**config.mk**
```make
export PLATFORM = sky130hd
export DESIGN_NAME = http_over_tcp_frame_classifier_unit
export DESIGN_NICKNAME = d
export VERILOG_FILES = /design/src/hw/rtl/hotc_pkg.sv /design/src/hw/rtl/hotc_capture_ram.sv /design/src/hw/rtl/http_over_tcp_frame_classifier_unit.sv
export VERILOG_INCLUDE_DIRS = /design/src /design/src/hw/rtl
export SDC_FILE = /design/constraint.sdc
export NUM_CORES = 2
export LEC_CHECK = 0
export BUFFER_PORTS_ARGS = -buffer_cell sky130_fd_sc_hd__buf_2
export CAP_MARGIN = 20
export CORE_AREA = 5 5 302 452
export CTS_CLUSTER_SIZE = 24
export DETAILED_ROUTE_END_ITERATION = 8
export DIE_AREA = 0 0 307 457
export GPL_TIMING_DRIVEN = 0
export PLACE_DENSITY = 0.54
export SLEW_MARGIN = 20
export SYNTH_ARGS = -nofsm -noshare
export SYNTH_HDL_FRONTEND = slang
export SYNTH_SLANG_ARGS = --single-unit
```
**constraint.sdc**
```tcl
create_clock -name clk -period 19.14 [get_ports clk]
set_clock_uncertainty 0.1 [all_clocks]
set_input_delay 0.957 -clock clk [delete_from_list [all_inputs] [get_ports clk]]
set_output_delay 0.957 -clock clk [all_outputs]
set_load 0.02 [all_outputs]
```
**src/hw/rtl/http_over_tcp_frame_classifier_unit_assert.svh**
```systemverilog
// Assertion macros for the HTTP-over-TCP frame classifier.
// Define ASSERT_OFF to compile all checks away.
`ifndef HTTP_OVER_TCP_FRAME_CLASSIFIER_UNIT_ASSERT_SVH
`define HTTP_OVER_TCP_FRAME_CLASSIFIER_UNIT_ASSERT_SVH
`ifndef ASSERT_OFF
// Check a property on every clock edge outside reset.
`define HOTC_ASSERT(lbl, ck, rn, prop) \
  lbl: assert property (@(posedge ck) disable iff (!rn) (prop)) \
    else $error("hotc assertion failed");
// Check a property on every clock edge, reset included.
`define HOTC_ASSERT_ALWAYS(lbl, ck, prop) \
  lbl: assert property (@(posedge ck) (prop)) \
    else $error("hotc assertion failed");
`else
`define HOTC_ASSERT(lbl, ck, rn, prop)
`define HOTC_ASSERT_ALWAYS(lbl, ck, prop)
`endif
`endif

```
**src/hw/rtl/hotc_pkg.sv**
```systemverilog
// ---------------------------------------------------------------------------
// hotc_pkg
// Shared types and protocol constants of the HTTP-over-TCP frame classifier.
// ---------------------------------------------------------------------------
package hotc_pkg;

  typedef logic [7:0] byte_t;

  localparam int CAPTURE_BYTES_DEF = 64;
  localparam int ETH_HEADER_BYTES  = 14;
  localparam int HEAD_KEEP         = 13;
  localparam int WIN_BYTES         = 6;

  localparam logic [15:0] ETHERTYPE_IPV4 = 16'h0800;
  localparam logic [7:0]  PROTO_TCP      = 8'd6;
  localparam logic [16:0] MIN_PAYLOAD    = 17'd7;

  localparam logic [23:0] M_GET    = "GET";
  localparam logic [31:0] M_POST   = "POST";
  localparam logic [23:0] M_PUT    = "PUT";
  localparam logic [47:0] M_DELETE = "DELETE";
  localparam logic [31:0] M_HTTP   = "HTTP";

endpackage

```
**src/hw/rtl/hotc_capture_ram.sv**
```systemverilog
// ---------------------------------------------------------------------------
// hotc_capture_ram
// Payload capture store: one write port, one registered read port.
// ---------------------------------------------------------------------------
module hotc_capture_ram
  import hotc_pkg::*;
#(
  parameter int DEPTH = CAPTURE_BYTES_DEF,
  parameter int AW    = $clog2(CAPTURE_BYTES_DEF)
) (
  input  logic          clk,
  input  logic          we,
  input  logic [AW-1:0] waddr,
  input  byte_t         wdata,
  input  logic [AW-1:0] raddr,
  output byte_t         rdata
);

  byte_t mem [DEPTH];

  // write the captured byte
  always_ff @(posedge clk) begin
    if (we) begin
      mem[waddr] <= wdata;
    end
  end

  // registered read
  always_ff @(posedge clk) begin
    rdata <= mem[raddr];
  end

endmodule

```
**src/hw/rtl/http_over_tcp_frame_classifier_unit.sv**
```systemverilog
// ---------------------------------------------------------------------------
// http_over_tcp_frame_classifier_unit
// Filters untagged Ethernet frames down to IPv4/TCP segments carrying HTTP.
// ---------------------------------------------------------------------------
// Frame bytes enter one per cycle while in S_RX; header fields are picked off
// by position and payload bytes land in a CAPTURE_BYTES-deep capture RAM.
// After the last beat of a frame the block takes the filter decision in
// S_CHK, during which no input is taken. A kept frame then drains
// CAPTURE_BYTES result beats, each through a capture RAM read (S_RD), an
// output register load (S_LD) and the output handshake (S_WAIT), which
// waits out any backpressure; input is held off for the whole drain.
// Header bytes that never arrive read as zero.
module http_over_tcp_frame_classifier_unit
  import hotc_pkg::*;
#(
  parameter int CAPTURE_BYTES = CAPTURE_BYTES_DEF
) (
  input  logic         clk,
  input  logic         rst_n,
  input  logic         in_tvalid,
  output logic         in_tready,
  input  logic [39:0]  in_tdata,   // frame_byte[7:0], interface_index[39:8]
  input  logic         in_tlast,
  input  logic [2:0]   in_tuser,   // packet_type[2:0]
  output logic         out_tvalid,
  input  logic         out_tready,
  // src_ip[31:0], dst_ip[63:32], src_port[79:64], dst_port[95:80],
  // pay_len[111:96], interface_index_out[143:112],
  // frame_length[159:144], capture_index[165:160], capture_byte[173:166]
  output logic [175:0] out_tdata,
  output logic         out_tlast,  // capture_last
  output logic [2:0]   out_tuser   // packet_type_out[2:0]
);

  `include "http_over_tcp_frame_classifier_unit_assert.svh"

  localparam int AW = $clog2(CAPTURE_BYTES);
  localparam logic [AW-1:0] LAST_I = AW'(CAPTURE_BYTES - 1);

  typedef enum logic [2:0] {S_RX, S_CHK, S_RD, S_LD, S_WAIT} state_t;

  state_t        state_r;
  logic [15:0]   pos_r;
  logic [15:0]   etype_r;
  logic [5:0]    ihb_r;
  logic [13:0]   frag_r;
  logic [7:0]    proto_r;
  logic [15:0]   tot_r;
  logic [5:0]    thb_r;
  logic [63:0]   addr_r;
  logic [2:0]    ptype_r;
  logic [31:0]   ifidx_r;
  byte_t         head_r [HEAD_KEEP];
  byte_t         win_r  [WIN_BYTES];
  logic [AW-1:0] drain_i_r;

  logic          out_valid_r;
  logic [175:0]  out_data_r;
  logic          out_last_r;
  logic [2:0]    out_user_r;

  byte_t         b;
  logic [16:0]   p17, t17, ps17, d17, len17, q17, pl17;
  logic          in_acc, head_hit, cap_hit;
  logic [3:0]    head_idx, qh_idx;
  byte_t         ram_rdata;
  byte_t         cap_byte;
  byte_t         w [WIN_BYTES];
  logic          method_ok, keep;
  logic [15:0]   pos_nxt;

  assign b        = in_tdata[7:0];
  assign in_acc   = in_tvalid && in_tready;
  assign in_tready = (state_r == S_RX);
  assign p17      = {1'b0, pos_r};
  assign t17      = 17'(ETH_HEADER_BYTES) + {11'd0, ihb_r};
  assign ps17     = t17 + {11'd0, thb_r};
  assign d17      = p17 - ps17;
  assign len17    = {1'b0, pos_r};
  assign pos_nxt  = (pos_r != 16'hFFFF) ? pos_r + 16'd1 : pos_r;

  // locate TCP head bytes and capture bytes
  assign head_hit = (ihb_r >= 6'd20) && (p17 > 17'(ETH_HEADER_BYTES)) &&
                    (p17 >= t17) && (p17 < t17 + 17'(HEAD_KEEP));
  assign head_idx = 4'(p17 - t17);
  assign cap_hit  = (ihb_r >= 6'd20) && (p17 > 17'(ETH_HEADER_BYTES)) &&
                    (p17 >= t17 + 17'(HEAD_KEEP)) && (p17 >= ps17) &&
                    (d17 < 17'(CAPTURE_BYTES));

  hotc_capture_ram #(
    .DEPTH (CAPTURE_BYTES),
    .AW    (AW)
  ) u_ram (
    .clk   (clk),
    .we    (in_acc && cap_hit),
    .waddr (d17[AW-1:0]),
    .wdata (b),
    .raddr (drain_i_r),
    .rdata (ram_rdata)
  );

  // payload window for the method match
  always_comb begin
    logic [16:0] qw;
    for (int i = 0; i < WIN_BYTES; i++) begin
      qw = ps17 + 17'(i);
      if (qw >= len17) begin
        w[i] = '0;
      end else if (qw < t17 + 17'(HEAD_KEEP)) begin
        w[i] = head_r[4'(qw - t17)];
      end else begin
        w[i] = win_r[i];
      end
    end
  end

  assign method_ok = ({w[0], w[1], w[2]} == M_GET) ||
                     ({w[0], w[1], w[2], w[3]} == M_POST) ||
                     ({w[0], w[1], w[2]} == M_PUT) ||
                     ({w[0], w[1], w[2], w[3], w[4], w[5]} == M_DELETE) ||
                     ({w[0], w[1], w[2], w[3]} == M_HTTP);

  // filter decision over the finished header registers
  assign pl17 = {1'b0, tot_r} - {11'd0, ihb_r} - {11'd0, thb_r};
  assign keep = (etype_r == ETHERTYPE_IPV4) && (frag_r == '0) &&
                (ihb_r >= 6'd20) && (proto_r == PROTO_TCP) &&
                !pl17[16] && (pl17 >= MIN_PAYLOAD) && method_ok;

  // captured byte for the current drain slot
  assign q17    = ps17 + 17'(drain_i_r);
  assign qh_idx = 4'(q17 - t17);
  always_comb begin
    if (q17 >= len17) begin
      cap_byte = '0;
    end else if (q17 < t17 + 17'(HEAD_KEEP)) begin
      cap_byte = head_r[qh_idx];
    end else begin
      cap_byte = ram_rdata;
    end
  end

  // state, frame header registers and output register
  always_ff @(posedge clk) begin
    if (!rst_n) begin
      state_r     <= S_RX;
      pos_r       <= '0;
      etype_r     <= '0;
      ihb_r       <= '0;
      frag_r      <= '0;
      proto_r     <= '0;
      tot_r       <= '0;
      thb_r       <= '0;
      addr_r      <= '0;
      ptype_r     <= '0;
      ifidx_r     <= '0;
      drain_i_r   <= '0;
      out_valid_r <= 1'b0;
      for (int i = 0; i < HEAD_KEEP; i++) head_r[i] <= '0;
      for (int i = 0; i < WIN_BYTES; i++) win_r[i] <= '0;
    end else begin
      unique case (state_r)
        S_RX: begin
          if (in_acc) begin
            if (pos_r == 16'd0) begin
              ptype_r <= in_tuser;
              ifidx_r <= in_tdata[39:8];
            end
            if (pos_r == 16'd12) etype_r[15:8] <= b;
            if (pos_r == 16'd13) etype_r[7:0] <= b;
            if (pos_r == 16'(ETH_HEADER_BYTES)) ihb_r <= {b[3:0], 2'b00};
            if (pos_r == 16'(ETH_HEADER_BYTES + 2)) tot_r[15:8] <= b;
            if (pos_r == 16'(ETH_HEADER_BYTES + 3)) tot_r[7:0] <= b;
            if (pos_r == 16'(ETH_HEADER_BYTES + 6)) frag_r[13:8] <= b[5:0];
            if (pos_r == 16'(ETH_HEADER_BYTES + 7)) frag_r[7:0] <= b;
            if (pos_r == 16'(ETH_HEADER_BYTES + 9)) proto_r <= b;
            if (pos_r >= 16'(ETH_HEADER_BYTES + 12) && pos_r < 16'(ETH_HEADER_BYTES + 20)) begin
              addr_r <= {addr_r[55:0], b};
            end
            if (head_hit) begin
              head_r[head_idx] <= b;
              if (head_idx == 4'(HEAD_KEEP - 1)) thb_r <= {b[7:4], 2'b00};
            end
            if (cap_hit && d17 < 17'(WIN_BYTES)) win_r[3'(d17)] <= b;
            pos_r <= pos_nxt;
            if (in_tlast) state_r <= S_CHK;
          end
        end
        S_CHK: begin
          drain_i_r <= '0;
          state_r   <= keep ? S_RD : S_RX;
          if (!keep) begin
            pos_r   <= '0;
            etype_r <= '0;
            ihb_r   <= '0;
            frag_r  <= '0;
            proto_r <= '0;
            tot_r   <= '0;
            thb_r   <= '0;
            addr_r  <= '0;
            ptype_r <= '0;
            ifidx_r <= '0;
            for (int i = 0; i < HEAD_KEEP; i++) head_r[i] <= '0;
            for (int i = 0; i < WIN_BYTES; i++) win_r[i] <= '0;
          end
        end
        S_RD: begin
          state_r <= S_LD;
        end
        S_LD: begin
          out_valid_r <= 1'b1;
          out_last_r  <= (drain_i_r == LAST_I);
          out_user_r  <= ptype_r;
          out_data_r  <= {2'b00, cap_byte, 6'(drain_i_r), pos_r, ifidx_r,
                          pl17[15:0], head_r[2], head_r[3], head_r[0], head_r[1],
                          addr_r[31:0], addr_r[63:32]};
          state_r     <= S_WAIT;
        end
        S_WAIT: begin
          if (out_tready) begin
            out_valid_r <= 1'b0;
            if (out_last_r) begin
              state_r <= S_RX;
              pos_r   <= '0;
              etype_r <= '0;
              ihb_r   <= '0;
              frag_r  <= '0;
              proto_r <= '0;
              tot_r   <= '0;
              thb_r   <= '0;
              addr_r  <= '0;
              ptype_r <= '0;
              ifidx_r <= '0;
              for (int i = 0; i < HEAD_KEEP; i++) head_r[i] <= '0;
              for (int i = 0; i < WIN_BYTES; i++) win_r[i] <= '0;
            end else begin
              drain_i_r <= drain_i_r + AW'(1);
              state_r   <= S_RD;
            end
          end
        end
        default: begin
          state_r <= S_RX;
        end
      endcase
    end
  end

  assign out_tvalid = out_valid_r;
  assign out_tdata  = out_data_r;
  assign out_tlast  = out_last_r;
  assign out_tuser  = out_user_r;

  // drain and receive never overlap
  `HOTC_ASSERT(a_no_rx_in_drain, clk, rst_n, !(out_tvalid && in_tready))
  // the last beat of a run is the final capture slot
  `HOTC_ASSERT(a_last_slot, clk, rst_n, (out_tvalid && out_tlast) |-> (drain_i_r == LAST_I))
  // an intermediate beat taken moves on to the next RAM read
  `HOTC_ASSERT(a_next_read, clk, rst_n, (out_tvalid && out_tready && !out_tlast) |=> (state_r == S_RD))
  // frame state is cleared once a run completes
  `HOTC_ASSERT(a_clear_after, clk, rst_n, (out_tvalid && out_tready && out_tlast) |=> (pos_r == 16'd0))

endmodule
```
### Word-level counts from Yosys, hierarchy flattened

Memories as Yosys holds them, arrays and structs flattened. A register that Yosys moved wholly into a read port is not among the register bits.
Index checks and enable logic that the tools add are counted.

| operators by class | value |
|---|---|
| add/subtract/negate cells | 22 |
| magnitude comparators | 25 |
| equal/unequal tests | 41 |
| muxes and demuxes | 145 |
| bitwise gates (word level) | 38 |
| reductions and logical operators | 45 |

Operators by type and width:

| operator | count |
|---|---|
| 8-bit 2-to-1 mux | 63 |
| 64-bit 2-to-1 mux | 5 |
| 64-bit one-hot mux with 3 select lines | 1 |
| 32-bit 2-to-1 mux | 5 |
| 16-bit one-hot mux with 3 select lines | 3 |
| 16-bit 2-to-1 mux | 7 |
| 9-bit by 16-bit >= comparator with 1-bit output | 6 |
| 32-bit one-hot mux with 3 select lines | 1 |
| 16-bit by 5-bit equality test with 1-bit output (second input constant) | 5 |
| 6-bit 2-to-1 mux | 11 |
| 6-bit AND reduction | 11 |
| 32-bit by 31-bit equality test with 1-bit output (second input constant) | 2 |
| 14-bit 2-to-1 mux | 4 |
| 9-bit by 8-bit less-than comparator with 1-bit output | 6 |
| 16-bit by 4-bit equality test with 1-bit output (second input constant) | 3 |
| 24-bit by 23-bit equality test with 1-bit output (second input constant) | 2 |
| 48-bit by 47-bit equality test with 1-bit output (second input constant) | 1 |
| 14-bit one-hot mux with 3 select lines | 1 |
| 1-bit OR | 38 |
| 6-bit one-hot mux with 3 select lines | 2 |
| 16-bit by 8-bit >= comparator with 1-bit output | 2 |
| 4-bit subtractor | 8 |
| 2-bit by 1-bit inequality test with 1-bit output (second input constant) | 15 |
| 3-bit 2-to-1 mux | 9 |
| other kinds (52) | 105 |

| storage, ports and cells | value |
|---|---|
| register bits | 369 |
| RAM bits | 664 |
| output and inout port bits | 182 |
| logic and storage cells | 339 |
| memories kept | 3 |

Memories:

| name | words | width | read ports | clocked after memory_dff | wr ports | line | text |
|---|---|---|---|---|---|---|---|
| u_ram.mem | 64 | 8 | 1 | 1 | 1 | hotc_capture_ram.sv:19 | `byte_t mem [DEPTH];` |
| head_r | 13 | 8 | 11 | 4 | 13 | http_over_tcp_frame_classifier_unit.sv:53 | `byte_t head_r [HEAD_KEEP];` |
| win_r | 6 | 8 | 6 | 0 | 6 | http_over_tcp_frame_classifier_unit.sv:54 | `byte_t win_r [WIN_BYTES];` |

### Depth between registers and ports, before layout

An unclocked memory read counts as a cell.

| depth | value |
|---|---|
| depth in word-level cells | 20 |
| depth in mapped cells | 25 |

### Cells and area by module

From an unflattened synthesis, not the netlist that was laid out.

| unflattened totals | value |
|---|---|
| cell total of the unflattened synthesis | 3,269 |
| area, all modules | 45,816.4 um^2 |

By module, submodules not included:

| module | instances | cells each | area each (um^2) |
|---|---|---|---|
| http_over_tcp_frame_classifier_unit | 1 | 2,297 | 25,625.8 |
| hotc_capture_ram | 1 | 972 | 20,190.6 |

### Worst setup path before layout

Ideal clock, no wire load.

| path | value |
|---|---|
| path type | input-to-reg |
| start | input rst_n |
| end | register out_data_r[0] (netlist: out_tdata[0]), enable pin |
| arrival | 8,702 ps |
| path slack | 9,619 ps |
| stages on the path | 3 |
| cell sequence | clkbuf_1 -> nand2b_1 -> nor2_1 |

| on the way | value |
|---|---|
| cells in the longest elaborated chain, start to end | 1 |

RTL lines:

| element | line | text |
|---|---|---|
| from (decl) | http_over_tcp_frame_classifier_unit.sv:19 | `input logic rst_n,` |
| 2-bit AND reduction (no source line) | -- |  |
| to (signal assigned) | http_over_tcp_frame_classifier_unit.sv:213 | `out_data_r <= {2'b00, cap_byte, 6'(drain_i_r), pos_r, ifidx_r,` |
| to (decl) | http_over_tcp_frame_classifier_unit.sv:58 | `logic [175:0] out_data_r;` |

Every way passes these cells.
A chain may end at the register's enable or synchronous reset.

==> results.py <==
metrics = {
    "critical_path": {
        "required_ps": 19360,
        "cp_max_fo": 12,
        "crit_arrival_ps": 9440,
        "crit_family": "compound AO/OA/AOI/OAI gates",
        "cp-end-kind": "flop",
        "cp_cell_sequence": "inv_1 -> ha_1 -> xor2_1 -> inv_1 -> ha_1 -> a21o_1 -> a21oi_1 -> xnor2_1 -> inv_1 -> xnor2_1 -> ha_1 -> a21o_1 -> a21o_1 -> clkbuf_1 -> a2111oi_0 -> o211ai_1 -> nor4_1 -> nand2_1 -> a2111o_1 -> a311oi_2 -> o211a_1 -> buf_2 -> o21ai_1",
        "cp_num_buf_inv": 5,
        "worstSetupPathType": "flop to flop",
        "slowest_delay_ps": 760,
        "worstSetupStartpointType": "flop",
        "crit_slowest_cell": "a2111oi_0",
    },
    "pwr": {
        "seqPwrFrac": 0.512,
        "power_leakage_nw": 17.88,
        "p_per_area_mw_per_mm2": 93.75,
        "vdd_drop_max_mv": 0.07552,
        "p_int_mw": 3.801,
        "p_comb_frac": 0.062,
        "pwr-share-clk": 0.426,
        "swShare": 0.2349,
        "p_switching_mw": 1.167,
    },
    "status": {
        "status": "complete, no violations",
    },
    "floorplanning": {
        "dieHeight_um": 457,
        "fp.dieW_um": 307,
        "io_pins": 230,
        "core_mm2": 0.1324,
        "core.rowCount": 164,
        "die-area_mm2": 0.1403,
        "initial_core_util": 0.3466,
    },
    "logic_synthesis": {
        "synth.most_common_cell": "edfxtp_1",
        "synth_top_area_frac": 0.5669,
        "yosysWarnings": 0,
        "synth.area.top_cells": "edfxtp_1 (57%), mux4_2 (10%), dfxtp_1 (8.5%)",
        "seq_area_frac_synth": 0.6520,
        "synth_edf_count": 866,
        "synthArstFlopShare": 0,
        "synthTopCellsByCount": "edfxtp_1 (866), nand2_1 (305), nor2_1 (242)",
        "synth.cell_area_mm2": 0.04587,
        "yosys_register_bits": 1061,
        "ys_types": 88,
        "postSynthAreaPerCell_um2": 15.12,
        "syn_inst": 3034,
        "synth-main-ff-cell": "edfxtp_1",
        "yosysTopAreaCell": "edfxtp_1",
    },
    "drt": {
        "first_pass_iters": 5,
        "wl_met2_um": 71060,
        "drt.antenna.violating_nets": 0,
        "vias_per_cell": 5.305,
        "first_iter_violations": 2144,
        "wl_um": 137900,
        "wl_per_cell_um": 26.47,
        "vias": 27650,
        "drc_errors": 0,
        "maxUsedRoutingLayer": "met5",
        "wl_met1_um": 52540,
        "met3WireLength_um": 7089,
    },
    "sta": {
        "final.setup.tns_ps": 0,
        "period_share": 0.4818,
        "drv_slew": 0,
        "max_freq_mhz": 108.5,
        "rsz0062_at_grt": "false",
        "finalHoldViolCount": 0,
        "worst-slew-pin-transition_ps": 1195,
        "setup_violations": 0,
        "period_needed_ps": 9221,
        "whs_ps": 311.7,
        "max_slew_margin": 0.2034,
    },
    "global_routing": {
        "grt_pass1_wl_um": 197600,
        "grt_max_degree": 70,
        "first_global_vias": 28260,
        "antenna_found_initial": 6,
        "grt-ovfl-total": 0,
        "grt_usage": 0.1915,
    },
    "finish": {
        "layout-drive-gt1-share": 0.2032,
        "nets": 3520,
        "area_growth_pct": 15.51,
        "fin_cells": 5211,
    },
    "place": {
        "dp_hpwl_um": 100100,
        "routabilityCongestion": 0.9399,
        "placedCellCount": 5018,
        "io_buffers": 226,
    },
    "clock_tree": {
        "cts_resized": 0,
        "cts_tree": "yes",
        "htree_levels": 3,
        "clock_latency_ps": 730,
        "cts_buffer_depth": 3,
        "clk_pin_slew_ps": 70,
        "root_buffer": "clkbuf_16",
        "post_cts_buffers": 0,
        "cts.sinks": 1061,
        "numCtsBuffers": 100,
        "ctsHoldBuffers": 0,
    },
    "run": {
        "drv_cap": 0,
    },
    "min_path": {
        "hp-class": "flop to flop",
    },
}
cells in the final DEF (no fill, tap or decap), types with 11 or more instances in the layout:
cell	count
ha_1	87
buf_1	17
inv_1	63
o21ai_0	47
clkinv_1	15
a211oi_1	17
o211ai_1	11
bufinv_16	13
buf_4	15
nand3_1	88
mux2i_1	198
and2_1	62
a31oi_1	11
edfxtp_1	866
dfxtp_1	195
clkbuf_16	102
mux4_2	210
nand4_1	16
clkinvlp_4	12
nand2b_1	19
buf_12	13
buf_2	234
clkbuf_1	116
clkinv_2	18
a21o_1	30
a21oi_1	69
xnor2_1	24
nor4_1	16
xor2_1	16
nand2_1	305
nor2_1	241
or3_1	23
nor3_1	26
nor2b_1	18
o21ai_1	18
kinds of logic (layout without fill, tap and decap cells):
logic type | after synthesis | in the layout | synth area share
adder cells (fa/ha/maj) | 94 | 94 | 0.02679
flip-flops | 1061 | 1061 | 0.6520
AND/OR/NAND/NOR | 891 | 891 | 0.09168
AO/OA/AOI/OAI | 302 | 302 | 0.04893
buffers and inverters | 228 | 653 | 0.02335
multiplexers | 413 | 413 | 0.1482
other | 2 | 11 | 0.0001637
XOR/XNOR | 43 | 43 | 0.008865
power groups by stage:
stage | combinational, mW | sequential [mW] | clock (mW)
floorplan | 0.183 | 2.58 | 0
global placement | 0.301 | 2.59 | 0
detailed placement | 0.305 | 2.59 | 0
CTS | 0.306 | 2.54 | 2.16
global route | 0.328 | 2.54 | 2.25
finish | 0.307 | 2.54 | 2.12
final cells by class:
cell class,count,area [µm²]
Buffer,164,839.6
Tap cell,1743,2181
Multi-Input combinational cell,1750,14920
Timing Repair Buffer,237,1378
Antenna cell,4,10.01
Clock inverter,71,845.8
Clock buffer,117,2659
Fill cell,12280,79370
Sequential cell,1061,29910
Inverter,64,240.2
worst paths after layout:
kind	start	endpoint	slack, ps	cells after the start
worst max-delay path	ihb_r[2]	head_r[7][1]	9920	23
worst min-delay path	ifidx_r[11]	out_tdata[123]	310	0
worst min register to register	ifidx_r[11]	out_tdata[123]	310	0
worst max register to register	ihb_r[2]	head_r[7][1]	9920	23
state kept, by name (all words and copies together), names as in the netlist, 3 cells and up:
name	cells
addr_r	64
out_tuser	3
etype_r	16
head_r	128
u_ram.mem	512
tot_r	16
ifidx_r	32
out_tdata	174
state_r	3
win_r	48
frag_r	14
thb_r	4
ptype_r	3
pos_r	16
u_ram.rdata	8
ihb_r	4
proto_r	8
drain_i_r	6
layer usage:
layer,up-vias,GRT usage
met5,-,0
met4,2,0.09154
met3,306,0.02803
met2,953,0.3458
met1,14080,0.2230
li1,12310,-
per-stage QoR:
| stage | power (mW) | cell area (µm²) | utilization | setup slack (ps) |
|---|---|---|---|---|
| final | 4.968 | 52990 | 0.4003 | 9919 |
| after global routing | 5.121 | 52980 | 0.4003 | 9498 |
| after CTS | 5.008 | 52970 | 0.4002 | 9863 |
| after detailed placement | 2.899 | 49460 | 0.3737 | 9912 |
| after global placement | 2.895 | 49200 | 0.3717 | 5091 |
| after floorplan | 2.762 | 45890 | - | 9619 |
Power figures use the tool's default switching activity.
